`src/rtl/issp_pkg.sv`:
```
package issp_pkg;

  // default universe size and fixed field widths
  localparam int UNIVERSE_DEF = 256;
  localparam int WORD_W       = 16;
  localparam int KEY_W        = 16;
  localparam int ANS_W        = 8;

  // operation codes carried in the kind field
  localparam logic [1:0] KIND_INSERT = 2'd0;
  localparam logic [1:0] KIND_SUCC   = 2'd1;
  localparam logic [1:0] KIND_PRED   = 2'd2;

  // input item
  typedef struct packed {
    logic [1:0]       kind;
    logic [KEY_W-1:0] key;
  } in_item_t;

  // result item
  typedef struct packed {
    logic [ANS_W-1:0] answer;
    logic             found;
    logic             out_of_range;
  } out_item_t;

  // sequencer states
  typedef enum logic [2:0] {
    ST_CLEAR,
    ST_IDLE,
    ST_LOOK,
    ST_SUM,
    ST_TGT,
    ST_DONE
  } st_t;

  // address width of a memory of the given depth
  function automatic int addr_bits(input int depth);
    return (depth > 1) ? $clog2(depth) : 1;
  endfunction

  // bits strictly above position b
  function automatic logic [WORD_W-1:0] mask_above(input logic [3:0] b);
    logic [WORD_W-1:0] m;
    m = {WORD_W{1'b1}} << b;
    return m << 1;
  endfunction

  // bits strictly below position b
  function automatic logic [WORD_W-1:0] mask_below(input logic [3:0] b);
    logic [WORD_W-1:0] m;
    m = {WORD_W{1'b1}} << b;
    return ~m;
  endfunction

  // position of the lowest set bit, zero for an empty word
  function automatic logic [3:0] lowest_bit(input logic [WORD_W-1:0] v);
    logic [3:0] r;
    r = '0;
    for (int i = WORD_W - 1; i >= 0; i--) begin
      if (v[i]) r = 4'(i);
    end
    return r;
  endfunction

  // position of the highest set bit, zero for an empty word
  function automatic logic [3:0] highest_bit(input logic [WORD_W-1:0] v);
    logic [3:0] r;
    r = '0;
    for (int i = 0; i < WORD_W; i++) begin
      if (v[i]) r = 4'(i);
    end
    return r;
  endfunction

  // lowest bit for successor search, highest for predecessor search
  function automatic logic [3:0] pick_bit(input logic [WORD_W-1:0] v, input logic succ);
    return succ ? lowest_bit(v) : highest_bit(v);
  endfunction

endpackage

```
`src/rtl/integer_set_successor_predecessor.sv`:
```
// Integer set over 0 .. UNIVERSE-1 with insert, successor (least member above
// the key) and predecessor (greatest member below the key). Membership lives in
// a RAM of 16-bit cluster words, a second RAM holds one bit per non-empty
// cluster, and the smallest and largest members sit in registers. One item is
// handled at a time. Out-of-range keys, unused kinds and queries settled by the
// smallest or largest member go from idle straight to done. Inserts (read, then
// write back both words), queries answered inside the key's own cluster and
// searches that stop at the end of the key's summary word pass through the look
// state. A query whose answer lies in another cluster also passes through the
// target state; either search visits the sum state once per further summary
// word scanned (there are ceil(UNIVERSE/256) of them). The output register
// takes the result, so the next item is accepted while a result still waits
// downstream; a second result waits inside the block until that register
// drains. After reset the block clears both RAMs, one cluster word a cycle,
// and stalls input meanwhile. Answers carry the low 8 bits of the member found.
module integer_set_successor_predecessor #(
  parameter int UNIVERSE = issp_pkg::UNIVERSE_DEF
) (
  input  logic                 clk,
  input  logic                 rst_n,
  input  logic                 in_valid,
  input  issp_pkg::in_item_t   in_item,
  output logic                 in_stall,
  output logic                 out_valid,
  output issp_pkg::out_item_t  out_item,
  input  logic                 out_stall
);

  localparam int CLUSTERS  = (UNIVERSE + 15) / 16;
  localparam int SUM_WORDS = (CLUSTERS + 15) / 16;
  localparam int CAW       = issp_pkg::addr_bits(CLUSTERS);
  localparam int SAW       = issp_pkg::addr_bits(SUM_WORDS);

  logic                        cl_we;
  logic [CAW-1:0]              cl_addr;
  logic [issp_pkg::WORD_W-1:0] cl_wdata;
  logic [issp_pkg::WORD_W-1:0] cl_rdata;
  logic                        sm_we;
  logic [SAW-1:0]              sm_addr;
  logic [issp_pkg::WORD_W-1:0] sm_wdata;
  logic [issp_pkg::WORD_W-1:0] sm_rdata;
  logic                        res_valid;
  logic                        res_ready;
  issp_pkg::out_item_t         res_item;

  logic                        out_valid_r, out_valid_nxt;
  issp_pkg::out_item_t         out_item_r, out_item_nxt;

  // cluster words
  issp_ram #(
    .WIDTH(issp_pkg::WORD_W),
    .DEPTH(CLUSTERS)
  ) u_cluster_ram (
    .clk  (clk),
    .we   (cl_we),
    .addr (cl_addr),
    .wdata(cl_wdata),
    .rdata(cl_rdata)
  );

  // summary words, one bit per cluster
  issp_ram #(
    .WIDTH(issp_pkg::WORD_W),
    .DEPTH(SUM_WORDS)
  ) u_summary_ram (
    .clk  (clk),
    .we   (sm_we),
    .addr (sm_addr),
    .wdata(sm_wdata),
    .rdata(sm_rdata)
  );

  // read-modify-write sequencer
  issp_seq #(
    .UNIVERSE(UNIVERSE)
  ) u_seq (
    .clk      (clk),
    .rst_n    (rst_n),
    .in_valid (in_valid),
    .in_item  (in_item),
    .in_stall (in_stall),
    .res_valid(res_valid),
    .res_item (res_item),
    .res_ready(res_ready),
    .cl_we    (cl_we),
    .cl_addr  (cl_addr),
    .cl_wdata (cl_wdata),
    .cl_rdata (cl_rdata),
    .sm_we    (sm_we),
    .sm_addr  (sm_addr),
    .sm_wdata (sm_wdata),
    .sm_rdata (sm_rdata)
  );

  // output register: free when empty or drained this cycle
  assign res_ready = !out_valid_r || !out_stall;

  always_comb begin
    out_valid_nxt = out_valid_r;
    out_item_nxt  = out_item_r;
    if (res_valid && res_ready) begin
      out_valid_nxt = 1'b1;
      out_item_nxt  = res_item;
    end else if (!out_stall) begin
      out_valid_nxt = 1'b0;
    end
  end

  always_ff @(posedge clk) begin
    if (!rst_n) begin
      out_valid_r <= 1'b0;
    end else begin
      out_valid_r <= out_valid_nxt;
    end
  end

  always_ff @(posedge clk) begin
    out_item_r <= out_item_nxt;
  end

  assign out_valid = out_valid_r;
  assign out_item  = out_item_r;

endmodule

```
`src/rtl/issp_ram.sv`:
```
module issp_ram #(
  parameter int WIDTH = issp_pkg::WORD_W,
  parameter int DEPTH = 16
) (
  input  logic                                    clk,
  input  logic                                    we,
  input  logic [issp_pkg::addr_bits(DEPTH)-1:0]   addr,
  input  logic [WIDTH-1:0]                        wdata,
  output logic [WIDTH-1:0]                        rdata
);

  logic [WIDTH-1:0] mem_r [DEPTH];
  logic [WIDTH-1:0] rdata_r;

  // single port, read data registered (old contents on a write)
  always_ff @(posedge clk) begin
    if (we) begin
      mem_r[addr] <= wdata;
    end
    rdata_r <= mem_r[addr];
  end

  assign rdata = rdata_r;

endmodule

```
`src/rtl/issp_seq.sv`:
```
module issp_seq #(
  parameter int UNIVERSE = issp_pkg::UNIVERSE_DEF
) (
  input  logic                          clk,
  input  logic                          rst_n,
  input  logic                          in_valid,
  input  issp_pkg::in_item_t            in_item,
  output logic                          in_stall,
  output logic                          res_valid,
  output issp_pkg::out_item_t           res_item,
  input  logic                          res_ready,
  output logic                          cl_we,
  output logic [issp_pkg::addr_bits((UNIVERSE + 15) / 16)-1:0] cl_addr,
  output logic [issp_pkg::WORD_W-1:0]   cl_wdata,
  input  logic [issp_pkg::WORD_W-1:0]   cl_rdata,
  output logic                          sm_we,
  output logic [issp_pkg::addr_bits((((UNIVERSE + 15) / 16) + 15) / 16)-1:0] sm_addr,
  output logic [issp_pkg::WORD_W-1:0]   sm_wdata,
  input  logic [issp_pkg::WORD_W-1:0]   sm_rdata
);

  localparam int CLUSTERS  = (UNIVERSE + 15) / 16;
  localparam int SUM_WORDS = (CLUSTERS + 15) / 16;
  localparam int CAW       = issp_pkg::addr_bits(CLUSTERS);
  localparam int SAW       = issp_pkg::addr_bits(SUM_WORDS);
  localparam logic [16:0]    UNI_LIM   = 17'(UNIVERSE);
  localparam logic [7:0]     LAST_WORD = 8'(SUM_WORDS - 1);
  localparam logic [CAW-1:0] LAST_CL   = CAW'(CLUSTERS - 1);
  localparam logic [12:0]    SUM_CNT   = 13'(SUM_WORDS);

  issp_pkg::st_t       state_r, state_nxt;
  logic [CAW-1:0]      clr_r, clr_nxt;
  logic [15:0]         key_r, key_nxt;
  logic [1:0]          kind_r, kind_nxt;
  logic [7:0]          w_r, w_nxt;
  logic [11:0]         tc_r, tc_nxt;
  issp_pkg::out_item_t res_r, res_nxt;
  logic [15:0]         min_r, min_nxt;
  logic [15:0]         max_r, max_nxt;
  logic                empty_r, empty_nxt;

  // control registers
  always_ff @(posedge clk) begin
    if (!rst_n) begin
      state_r <= issp_pkg::ST_CLEAR;
      clr_r   <= '0;
      min_r   <= '0;
      max_r   <= '0;
      empty_r <= 1'b1;
    end else begin
      state_r <= state_nxt;
      clr_r   <= clr_nxt;
      min_r   <= min_nxt;
      max_r   <= max_nxt;
      empty_r <= empty_nxt;
    end
  end

  // item registers
  always_ff @(posedge clk) begin
    key_r  <= key_nxt;
    kind_r <= kind_nxt;
    w_r    <= w_nxt;
    tc_r   <= tc_nxt;
    res_r  <= res_nxt;
  end

  // next state, memory accesses and handshakes
  always_comb begin
    logic                          succ;
    logic                          in_range;
    logic [issp_pkg::WORD_W-1:0]   cw_m;
    logic [issp_pkg::WORD_W-1:0]   sw_m;

    state_nxt = state_r;
    clr_nxt   = clr_r;
    key_nxt   = key_r;
    kind_nxt  = kind_r;
    w_nxt     = w_r;
    tc_nxt    = tc_r;
    res_nxt   = res_r;
    min_nxt   = min_r;
    max_nxt   = max_r;
    empty_nxt = empty_r;

    cl_we     = 1'b0;
    cl_addr   = in_item.key[4 +: CAW];
    cl_wdata  = '0;
    sm_we     = 1'b0;
    sm_addr   = in_item.key[8 +: SAW];
    sm_wdata  = '0;
    in_stall  = 1'b1;
    res_valid = 1'b0;

    succ     = (kind_r == issp_pkg::KIND_SUCC);
    in_range = {1'b0, in_item.key} < UNI_LIM;
    cw_m = cl_rdata & (succ ? issp_pkg::mask_above(key_r[3:0])
                            : issp_pkg::mask_below(key_r[3:0]));
    sw_m = sm_rdata & (succ ? issp_pkg::mask_above(key_r[7:4])
                            : issp_pkg::mask_below(key_r[7:4]));

    unique case (state_r)
      // sweep both memories to zero after reset
      issp_pkg::ST_CLEAR: begin
        cl_we   = 1'b1;
        cl_addr = clr_r;
        sm_we   = 13'(clr_r) < SUM_CNT;
        sm_addr = clr_r[SAW-1:0];
        if (clr_r == LAST_CL) begin
          state_nxt = issp_pkg::ST_IDLE;
        end else begin
          clr_nxt = clr_r + CAW'(1);
        end
      end

      // take an item, settle the trivial cases from min and max
      issp_pkg::ST_IDLE: begin
        in_stall = 1'b0;
        if (in_valid) begin
          key_nxt   = in_item.key;
          kind_nxt  = in_item.kind;
          res_nxt   = '0;
          state_nxt = issp_pkg::ST_DONE;
          if (in_item.kind != issp_pkg::KIND_INSERT && in_item.kind != issp_pkg::KIND_SUCC &&
              in_item.kind != issp_pkg::KIND_PRED) begin
            res_nxt = '0;
          end else if (!in_range) begin
            res_nxt.out_of_range = 1'b1;
          end else begin
            unique case (in_item.kind)
              issp_pkg::KIND_INSERT: begin
                state_nxt = issp_pkg::ST_LOOK;
                empty_nxt = 1'b0;
                if (empty_r || in_item.key < min_r) min_nxt = in_item.key;
                if (empty_r || in_item.key > max_r) max_nxt = in_item.key;
              end
              issp_pkg::KIND_SUCC: begin
                priority if (empty_r) begin
                  res_nxt = '0;
                end else if (in_item.key < min_r) begin
                  res_nxt.found  = 1'b1;
                  res_nxt.answer = min_r[7:0];
                end else if (in_item.key >= max_r) begin
                  res_nxt = '0;
                end else begin
                  state_nxt = issp_pkg::ST_LOOK;
                end
              end
              issp_pkg::KIND_PRED: begin
                priority if (empty_r) begin
                  res_nxt = '0;
                end else if (in_item.key > max_r) begin
                  res_nxt.found  = 1'b1;
                  res_nxt.answer = max_r[7:0];
                end else if (in_item.key <= min_r) begin
                  res_nxt = '0;
                end else begin
                  state_nxt = issp_pkg::ST_LOOK;
                end
              end
              default: begin
                res_nxt = '0;
              end
            endcase
          end
        end
      end

      // key's cluster word and summary word are here
      issp_pkg::ST_LOOK: begin
        if (kind_r == issp_pkg::KIND_INSERT) begin
          cl_we     = 1'b1;
          cl_addr   = key_r[4 +: CAW];
          cl_wdata  = cl_rdata | (16'd1 << key_r[3:0]);
          sm_we     = 1'b1;
          sm_addr   = key_r[8 +: SAW];
          sm_wdata  = sm_rdata | (16'd1 << key_r[7:4]);
          state_nxt = issp_pkg::ST_DONE;
        end else if (cw_m != '0) begin
          res_nxt.found  = 1'b1;
          res_nxt.answer = {key_r[7:4], issp_pkg::pick_bit(cw_m, succ)};
          state_nxt      = issp_pkg::ST_DONE;
        end else if (sw_m != '0) begin
          tc_nxt    = {key_r[15:8], issp_pkg::pick_bit(sw_m, succ)};
          cl_addr   = tc_nxt[CAW-1:0];
          state_nxt = issp_pkg::ST_TGT;
        end else if (succ ? (key_r[15:8] == LAST_WORD) : (key_r[15:8] == 8'd0)) begin
          state_nxt = issp_pkg::ST_DONE;
        end else begin
          w_nxt     = succ ? key_r[15:8] + 8'd1 : key_r[15:8] - 8'd1;
          sm_addr   = w_nxt[SAW-1:0];
          state_nxt = issp_pkg::ST_SUM;
        end
      end

      // scan further summary words one a cycle
      issp_pkg::ST_SUM: begin
        if (sm_rdata != '0) begin
          tc_nxt    = {w_r, issp_pkg::pick_bit(sm_rdata, succ)};
          cl_addr   = tc_nxt[CAW-1:0];
          state_nxt = issp_pkg::ST_TGT;
        end else if (succ ? (w_r == LAST_WORD) : (w_r == 8'd0)) begin
          state_nxt = issp_pkg::ST_DONE;
        end else begin
          w_nxt     = succ ? w_r + 8'd1 : w_r - 8'd1;
          sm_addr   = w_nxt[SAW-1:0];
          state_nxt = issp_pkg::ST_SUM;
        end
      end

      // target cluster word is here
      issp_pkg::ST_TGT: begin
        res_nxt.found  = 1'b1;
        res_nxt.answer = {tc_r[3:0], issp_pkg::pick_bit(cl_rdata, succ)};
        state_nxt      = issp_pkg::ST_DONE;
      end

      // hand the result to the output register
      issp_pkg::ST_DONE: begin
        res_valid = 1'b1;
        if (res_ready) begin
          state_nxt = issp_pkg::ST_IDLE;
        end
      end

      default: begin
        state_nxt = issp_pkg::ST_IDLE;
      end
    endcase
  end

  assign res_item = res_r;

endmodule
```
`config.mk`:
```
export PLATFORM = sky130hd
export DESIGN_NAME = integer_set_successor_predecessor
export DESIGN_NICKNAME = d
export VERILOG_FILES = /design/src/rtl/issp_pkg.sv /design/src/rtl/integer_set_successor_predecessor.sv /design/src/rtl/issp_ram.sv /design/src/rtl/issp_seq.sv
export SDC_FILE = /design/constraint.sdc
export NUM_CORES = 1
export LEC_CHECK = 0
export BUFFER_PORTS_ARGS = -buffer_cell sky130_fd_sc_hd__buf_2
export CAP_MARGIN = 0
export CORE_MARGIN = 2
export CORE_UTILIZATION = 35
export DETAILED_ROUTE_END_ITERATION = 8
export PLACE_DENSITY_LB_ADDON = 0.25
export SYNTH_ARGS = -nofsm -noshare
export SYNTH_HDL_FRONTEND = slang
export SYNTH_SLANG_ARGS = --single-unit
```
`constraint.sdc`:
```
create_clock -name clk -period 6.17 [get_ports clk]
set_clock_uncertainty 0.15 [all_clocks]
set_input_delay 0 -clock clk [delete_from_list [all_inputs] [get_ports clk]]
set_output_delay 0 -clock clk [all_outputs]
set_load 0.02 [all_outputs]
```
; Yosys cells after proc, flatten, opt, wreduce, memory -nomap -nowiden
; Memory sizes are Yosys's and may differ from the RTL's. A register that Yosys moved wholly into a read port is not among the register bits.
; Cells that the tools add are included.
[totals]
reg_bits = 91
mem_bits_rw = 272
inputBits = 22
output_inout_bits = 12
elab_cells = 288
memories = 2
[memory_table]
columns = memory, words, word_bits, read_ports, rd_ports_with_merged_regs, write_ports, line
row1 = u_cluster_ram.mem_r, 16, 16, 1, 1, 1, issp_ram.sv:12  ; logic [WIDTH-1:0] mem_r [DEPTH];
row2 = u_summary_ram.mem_r, 1, 16, 1, 1, 1, issp_ram.sv:12
[op_classes]
addsub = 5
order_cmp = 6
n_eq_ne = 24
shifts = 4
muxes = 195
n_bitwise = 8
n_reduce_logical = 28
[op_table]
columns = cell, n
row1 = $mux 4, 108
row2 = $mux 3, 33
row3 = $mux 16, 6
row4 = $mux 8, 8
row5 = $reduce_bool 16->1, 3
row6 = $mux 9, 5
row7 = $mux 10, 4
row8 = $and 16x16->16, 2
row9 = $not 16->16, 2
row10 = $or 16x16->16, 2
row11 = $shl 1x4->16 const A, 2
row12 = $shl 16x4->16 const A, 2
row13 = $pmux 9 s3, 1
row14 = $pmux 10 s2, 1
row15 = $ne 2x2->1 const B, 9
row16 = $pmux 3 s6, 1
row17 = $add 8x1->8 const B, 2
row18 = $ge 16x16->1, 1
row19 = $gt 16x16->1, 1
row20 = $le 16x16->1, 1
row21 = $logic_not 8->1, 2
row22 = $lt 16x16->1, 1
row23 = $lt 16x9->1 const B, 1
row24 = $mux 2, 8
row25 = 30 further kinds, 64

; Logic depth before layout (Yosys ltp)
; Gate-level depths: netlist (run 1).
[logic_depth]
ltp_word = 25
mapped_depth = 19
mapped_depth_nobuf = 14

; Modules after synthesis
; Synthesis (run 1) repeated with hierarchy kept, for this count alone.
[unflattened]
cells_unflattened = 1466
area_unflattened_um2 = 18686.7
[modules_own_cells]
columns = module, instances, cells_per_inst, area_per_inst_um2, seq_area_each_um2
row1 = issp_ram at u_cluster_ram, 1, 434, 10090.9, 8007.7
row2 = issp_seq, 1, 985, 7453.4, 2001.9
row3 = issp_ram at u_summary_ram, 1, 32, 800.8, 800.8
row4 = integer_set_successor_predecessor, 1, 15, 341.6, 320.3

; Worst setup path before layout (run 1)
; OpenSTA, ideal clock, no wires.
[synth_timing]
kind = register to register
startpoint = register u_seq.key_r[3]
endpoint = memory u_cluster_ram.mem_r[0][0] (netlist bit), enable pin
setup_time_ns = 0.409
arrival_time_ns = 3.986
required_time_ns = 5.611
path_slack_ns = 1.625
path_stages_with_launch = 13
period_less_slack_ns = 4.545
cell_sequence = edfxtp_1 buf_6 or2_4 nor2_2 o21ai_1 a221oi_2 nand4_2 or4_4 o211a_1 buf_6 buf_6 buf_2 nor3_1
[synth_via]
elab_chain_len = 8
[synth_rtl]
columns = element, line
row1 = start: declaration, issp_seq.sv:33  ; logic [15:0] key_r, key_nxt;
row2 = start signal: assignment, issp_seq.sv:61  ; key_r <= key_nxt;
row3 = $shl 16x4->16 (*), issp_pkg.sv:45  ; m = {WORD_W{1'b1}} << b;
row4 = $not 16->16, issp_pkg.sv:53  ; return ~m;
row5 = $mux 16 (*), issp_seq.sv:97  ; cw_m = cl_rdata & (succ ? issp_pkg::mask_above(key_r[3:0])
row6 = $and 16x16->16 (*), issp_seq.sv:97
row7 = $reduce_bool 16->1 (*), issp_seq.sv:179  ; end else if (cw_m != '0) begin
row8 = $mux 4 (*), issp_seq.sv:179
row9 = $mux 4 (*), issp_seq.sv:171  ; if (kind_r == issp_pkg::KIND_INSERT) begin
row10 = $pmux 4 s3 (*), issp_seq.sv:102  ; unique case (state_r)
row11 = end: declaration, issp_ram.sv:12
; Mark *: on every way between the ends. The rest lies on a longest branch, timed or not.

; Worst setup path after layout (run 1)
[layout_timing]
startpoint = register u_seq.kind_r[1]
endpoint = memory u_cluster_ram.mem_r[13][12] (netlist bit), enable pin
[layout_via]
elab_chain_len = 24
word_cells_on_any_way = 50
classes_between = 1 x eq/ne / 44 x mux / 2 x bitwise / 3 x reduce/logical
[layout_rtl]
columns = element, line
row1 = start: declaration, issp_seq.sv:34  ; logic [1:0] kind_r, kind_nxt;
row2 = start signal: assignment, issp_seq.sv:62  ; kind_r <= kind_nxt;
row3 = $eq 2x1->1, issp_seq.sv:95  ; succ = (kind_r == issp_pkg::KIND_SUCC);
row4 = $mux 16, issp_seq.sv:99  ; sw_m = sm_rdata & (succ ? issp_pkg::mask_above(key_r[7:4])
row5 = $and 16x16->16, issp_seq.sv:99
row6 = $mux 4 (16 in series), issp_pkg.sv:61  ; if (v[i]) r = 4'(i);
row7 = $mux 4, issp_pkg.sv:78  ; return succ ? lowest_bit(v) : highest_bit(v);
row8 = $mux 4, issp_seq.sv:183  ; end else if (sw_m != '0) begin
row9 = $mux 4, issp_seq.sv:179
row10 = $mux 4, issp_seq.sv:171
row11 = $pmux 4 s3, issp_seq.sv:102
; Parallel ways exist; a longest one is shown, timed or not.

==> impl_metrics.yaml, run 1 <==
timing:
  rsz0062_at_grt: "no"
  worstMarginPinSlew_ns: 1.15
  finalSetupViolCount: 0
  final.min_clock_period_ns: 5.48
  slew_headroom: 0.230
  fmax_mhz: 183
  finalHoldViolCount: 0
  fin_setup_tns_ns: 0
  period_share: 0.888
  slew_viol_final: 0
setup_path:
  crit_slowest_cell: "nor3_2"
  crit_path_start: "u_seq.kind_r[1]"
  path_common_cell: "nand2_1"
  worstPathArrival_ns: 5.61
  worstSetupStartpointType: "flip-flop"
  worst-path-buf-inv: 2
  worstSetupPathType: "flip-flop to flip-flop"
  cp_cell_sequence: "nand2b_4 -> clkinv_4 -> o221ai_1 -> and2b_1 -> nand2_1 -> nor4_2 -> o21ai_0 -> a311oi_1 -> or2_1 -> nand2_1 -> nor3_2 -> buf_4"
  cpPeakStageDelay_ns: 0.73
  r2r_start: "u_seq.kind_r[1]"
  worstPathMaxFanout: 46
  cp-end-kind: "flip-flop"
  worstPathRequired_ns: 6.30
  cp_top_family: "simple AND/OR/NAND/NOR gates"
clock_network:
  cts_num_sinks: 395
  clock_path_buffers: 3
  clk_root_buffer_cell: "clkbuf_16"
  cts.htree.levels: 2
  insertion_delay_ns: 0.58
  cts_resized: 0
  cts-buffers-inserted: 42
  cts_tree: "yes"
  path_clk_slew_ns: 0.06
power:
  total_power_mw: 6.29
  powerDensity_mw_per_mm2: 292
  power.leakage_nw: 7.62
  ir_worst_vdd_mv: 0.301
layout:
  nFillCells: 5160
  drive_above_1_share: 0.104
  layout.nets: 1917
  antennaDiodeCount: 0
  syn2layout_area_growth_pct: 13.6
floorplanning:
  die_width_um: 237
  core_sq_mm: 0.0537
  dieArea_sq_mm: 0.0561
  die_y_um: 237
  ios: 34
  rows: 85
  start_util: 0.353
routing:
  route.met2.wl_um: 24700
  drtIter0Drc: 1230
  dr_wl_met3_um: 3460
  detail-route-antenna-nets: 0
  vias: 14363
  top_layer: "met4"
  met1_length_um: 24600
  drt-wirelength-per-cell_um: 21.2
  drt_pass1_iterations: 7
  routed_wl_um: 54600
  vias_per_cell: 5.57
  route.detailed.drc: 0
synthesis:
  seq_area_frac_synth: 0.587
  yosys.cell_count.top_type: "edfxtp_1"
  synth_top_flop_cell: "edfxtp_1"
  async_reset_ff_frac: 0
  synth_warnings: 0
  ys_seq_elements: 395
  synth_top_area_frac: 0.510
  synth_top_area_cell: "edfxtp_1"
  synth-edff-count: 322
  synth_cells: 1812
  synth_nets: 1879
  syn-mean-instance-area_sq_um: 10.5
  synthTopCellsByArea: "edfxtp_1, dfxtp_1, nand3_1, nand2_1, ha_1"
  synth_cell_types: 89
  yosys-top-cells-count: "edfxtp_1, nand2_1, nand3_1"
  synth_area_sq_mm: 0.0190
grt:
  antenna_found_initial: 0
  grt_use_total: 0.193
  grt_start_max_net_pins: 67
  grt_pass1_vias: 13957
  gr-total-overflow: 0
  grt_pass1_wl_um: 83900
placement:
  io_buffers: 33
  place_congestion: 0.886
  dp_hpwl_um: 34800
job:
  cap_violations: 0
hold_path:
  hold_path.class: "input port to flip-flop"
  min_from: "in_item[0]"
outcome:
  outcome: "completed"
==> stage by stage <==
stage	cell area (sq um)	cells	hold WS (ns)	utilization	worst slack, ns
after floorplan	19000	1812	-0.0511	-	1.63
after global placement	19900	2480	0.0825	0.371	0.931
after detailed placement	19900	2480	0.0778	0.371	0.861
after CTS	21600	2579	0.0176	0.401	0.841
after global routing	21600	2579	0.0268	0.401	0.343
final	21600	2579	0.0366	0.401	0.692
==> cells in the final DEF, fill, tap and decap left out, types with 13 or more instances in the layout <==
cell             n
edfxtp_1       322
nand2_1        287
nand3_1        262
nor2_1         103
a21oi_1         81
dfxtp_1         73
inv_1           62
o21ai_0         55
buf_4           51
ha_1            44
clkbuf_16       43
buf_2           33
nor2b_1         31
and3_1          28
nand4_1         28
dlygate4sd3_1   22
a31oi_1         21
mux2i_1         18
nor3_1          17
o21a_1          15
nor4_1          15
a22oi_1         15
nand2b_1        13
clkbuf_1        13
==> path summary, 6_finish.rpt <==
path	endpoint	slack, ns	cells past startpoint
min reg2reg	u_summary_ram.rdata[15]	0.19	0
min	u_seq.key_r[0]	0.04	2
max	u_cluster_ram.mem_r[13][12]	0.69	12
max reg2reg	u_cluster_ram.mem_r[13][12]	0.69	12
==> state kept, by name, summed over array words and instances (netlist names), 2 cells and up <==
signal / cells
u_seq.state_r: 3
u_seq.min_r: 16
u_summary_ram.rdata: 16
u_seq.w_r: 8
u_seq.max_r: 16
u_cluster_ram.rdata: 16
u_seq.key_r: 16
out_item: 10
u_seq.kind_r: 2
u_seq.clr_r: 4
u_cluster_ram.mem_r: 256
u_seq.res_item: 10
u_seq.tc_r: 4
u_summary_ram.mem_r: 16
==> metal layers <==
layer | up-vias | GRT usage
met5 | - | 0
met2 | 518 | 0.309
li1 | 6726 | -
met3 | 111 | 0.0314
met4 | 0 | 0.0727
met1 | 7008 | 0.265
==> layout make-up <==
cell class | count | area (sq um) | area share
clock buffers | 59 | 1170 | 0.0541
clock inverters | 18 | 233 | 0.0108
inverters | 63 | 241 | 0.0112
multi-input cells | 1240 | 7110 | 0.330
flip-flops and latches | 395 | 11100 | 0.516
well taps | 696 | 871 | 0.0404
repair buffers | 108 | 808 | 0.0375
==> report_power, final <==
| group | internal [mW] | switching, mW | leakage [nW] | total, mW |
|---|---|---|---|---|
| combinational | 0.227 | 0.419 | 3.66 | 0.646 |
| clock | 1.53 | 1.06 | 0.675 | 2.59 |
| sequential | 2.94 | 0.105 | 3.28 | 3.05 |
| total | 4.70 | 1.59 | 7.62 | 6.29 |
==> cells by family after synthesis <==
group,after synthesis,synth area share
AO/OA/AOI/OAI,315,0.109
flip-flops,395,0.587
adder cells (fa/ha/maj),45,0.0301
AND/OR/NAND/NOR,853,0.216
buffers and inverters,177,0.0442
multiplexers,19,0.0101
XOR/XNOR,8,0.00369
==> timing repair <==
| action | 4_1_cts | 5_1_grt |
|---|---|---|
| hold endpoints to repair | 90 | 0 |
| hold buffers | 22 | 0 |
| setup buffers | 0 | 0 |
No activity file was read; power rests on OpenSTA's default activity.
==> inputs of run 2 (changes only) <==
--- a/config.mk
+++ b/config.mk
@@ -5,11 +5,11 @@
 export SDC_FILE = /design/constraint.sdc
 export NUM_CORES = 1
 export LEC_CHECK = 0
-export BUFFER_PORTS_ARGS = -buffer_cell sky130_fd_sc_hd__buf_2
 export CAP_MARGIN = 0
 export CORE_MARGIN = 2
 export CORE_UTILIZATION = 35
 export DETAILED_ROUTE_END_ITERATION = 8
+export DONT_BUFFER_PORTS = 1
 export PLACE_DENSITY_LB_ADDON = 0.25
 export SYNTH_ARGS = -nofsm -noshare
 export SYNTH_HDL_FRONTEND = slang
==> impl_metrics.yaml, run 2 (same netlist as run 1, synthesis figures left out) <==
power:
  p_sw_frac: 0.262
  combPwrFrac: 0.103
  power.leakage_nw: 7.48
  intPower_mw: 4.55
  ir_worst_vdd_mv: 0.254
  powerDensity_mw_per_mm2: 288
  power.net_switching_mw: 1.62
  pwr-share-clk: 0.404
  seqPwrFrac: 0.493
timing:
  final.min_clock_period_ns: 5.18
  slew_headroom: 0.251
  slew_viol_final: 0
  fmax_mhz: 193
  worstMarginPinSlew_ns: 1.12
  fin_setup_tns_ns: 0
  finalSetupViolCount: 0
  period_share: 0.840
  rsz0062_at_grt: "no"
  finalHoldViolCount: 0
layout:
  regArea_sq_mm: 0.0111
  largest_reg_flops: 256
  final_cell_mix: "edfxtp_1, nand2_1, nand3_1, nor2_1, a21oi_1"
  utilization: 0.398
  antennaDiodeCount: 0
  final_common_cell: "edfxtp_1"
  nFillCells: 5166
  drive_above_1_share: 0.0875
  syn2layout_area_growth_pct: 12.7
  multi_input_area_sq_mm: 0.00711
  layout.nets: 1886
  top_register: "u_cluster_ram.mem_r"
hold_path:
  hold_path.class: "input port to flip-flop"
placement:
  dp_hpwl_um: 33300
  io_buffers: 0
  place_congestion: 0.936
routing:
  drt_pass1_iterations: 5
  vias: 14279
  drtIter0Drc: 1513
  routed_wl_um: 52400
  detail-route-antenna-nets: 0
  drt-wirelength-per-cell_um: 20.6
  vias_per_cell: 5.60
  route.detailed.drc: 0
clock_network:
  cts-buffers-inserted: 43
  cts_resized: 0
  path_clk_slew_ns: 0.06
  cts_tree: "yes"
  cts.htree.levels: 2
  clk_root_buffer_cell: "clkbuf_16"
  insertion_delay_ns: 0.59
  cts_num_sinks: 395
  clock_path_buffers: 3
floorplanning:
  ios: 34
  start_util: 0.353
  die_width_um: 237
  rows: 85
  core_sq_mm: 0.0537
  dieArea_sq_mm: 0.0561
  die_y_um: 237
grt:
  gr-total-overflow: 0
  antenna_found_initial: 0
  grt_start_max_net_pins: 129
  grt_pass1_vias: 13690
  grt_pass1_wl_um: 81600
  grt_use_total: 0.186
setup_path:
  worstSetupStartpointType: "flip-flop"
  worstSetupPathType: "flip-flop to flip-flop"
  cp-end-kind: "flip-flop"
  worstPathMaxFanout: 46
  ff2ff_setup_slack_ns: 0.99
  worstPathRequired_ns: 6.22
  worstPathArrival_ns: 5.23
outcome:
  outcome: "completed"
job:
  cap_violations: 0
[run 2: changes by cell type in the layout (fill, tap and decap cells not counted), sizes merged]
cell	delta
bufinv	-5
clkinv	+1
inv	+4
clkbuf	+1
dlygate4sd3	+10
buf	-42
[run 2: repair_timing]
action / CTS / global route
hold buffers: 33 / 0
endpoints found under the hold margin: 104 / 0
buffers inserted: 0 / 0
[run 2: stage by stage]
stage	total power [mW]	setup WS, ns	hold slack (ns)	std cells	area (sq um)
2_1_floorplan	3.50	1.63	-0.0511	1812	19000
3_3_place_gp	3.69	1.27	-0.0576	2437	19700
3_5_place_dp	3.69	1.09	-0.0506	2437	19700
4_1_cts	6.21	1.07	0.00229	2548	21400
5_1_grt	6.40	0.684	0.0147	2548	21400
6_report	6.16	0.990	0.0237	2548	21400
[run 2: cell type report]
class | count | area share
clock buffers | 60 | 0.0557
clock inverters | 18 | 0.00790
inverters | 63 | 0.0113
multi-input cells | 1240 | 0.332
flip-flops and latches | 395 | 0.520
well taps | 696 | 0.0407
repair buffers | 76 | 0.0316
[run 2: routing by layer]
| layer | wire [um] | up-vias | track usage |
|---|---|---|---|
| li1 | - | 6656 | - |
| met1 | 23600 | 6957 | 0.263 |
| met2 | 23900 | 575 | 0.294 |
| met3 | 3640 | 91 | 0.0319 |
| met4 | 1210 | 0 | 0.0535 |
| met5 | 0 | - | 0 |
[run 2: critical path, cell delays in order, from the launching register on]
cell and delay, ns:
edfxtp_1 0.55, nand2b_4 0.41, clkinv_4 0.37, o221ai_1 0.45
and2b_1 0.26, nand2_1 0.13, nor4_2 0.50, o21ai_0 0.13
a311oi_1 0.65, or2_1 0.29, nand2_1 0.17, nor2_2 0.71
[run 2: power groups by stage]
stage          registers [mW]  logic (mW)  clock network, mW
6_report                 3.04       0.634               2.49
5_1_grt                  3.05       0.703               2.65
3_5_place_dp             3.09       0.601                  0
4_1_cts                  3.04       0.631               2.54
3_3_place_gp             3.09       0.598                  0
2_1_floorplan            3.04       0.465                  0
[run 2: path summary, 6_finish.rpt]
path	start	end	cells past startpoint
setup reg to reg	u_seq.kind_r[1]	u_cluster_ram.mem_r[6][12]	11
hold reg to reg	u_summary_ram.mem_r[0][15]	u_summary_ram.rdata[15]	0
setup / recovery	u_seq.kind_r[1]	u_cluster_ram.mem_r[6][12]	11
hold / removal	in_item[1]	u_seq.key_r[1]	1
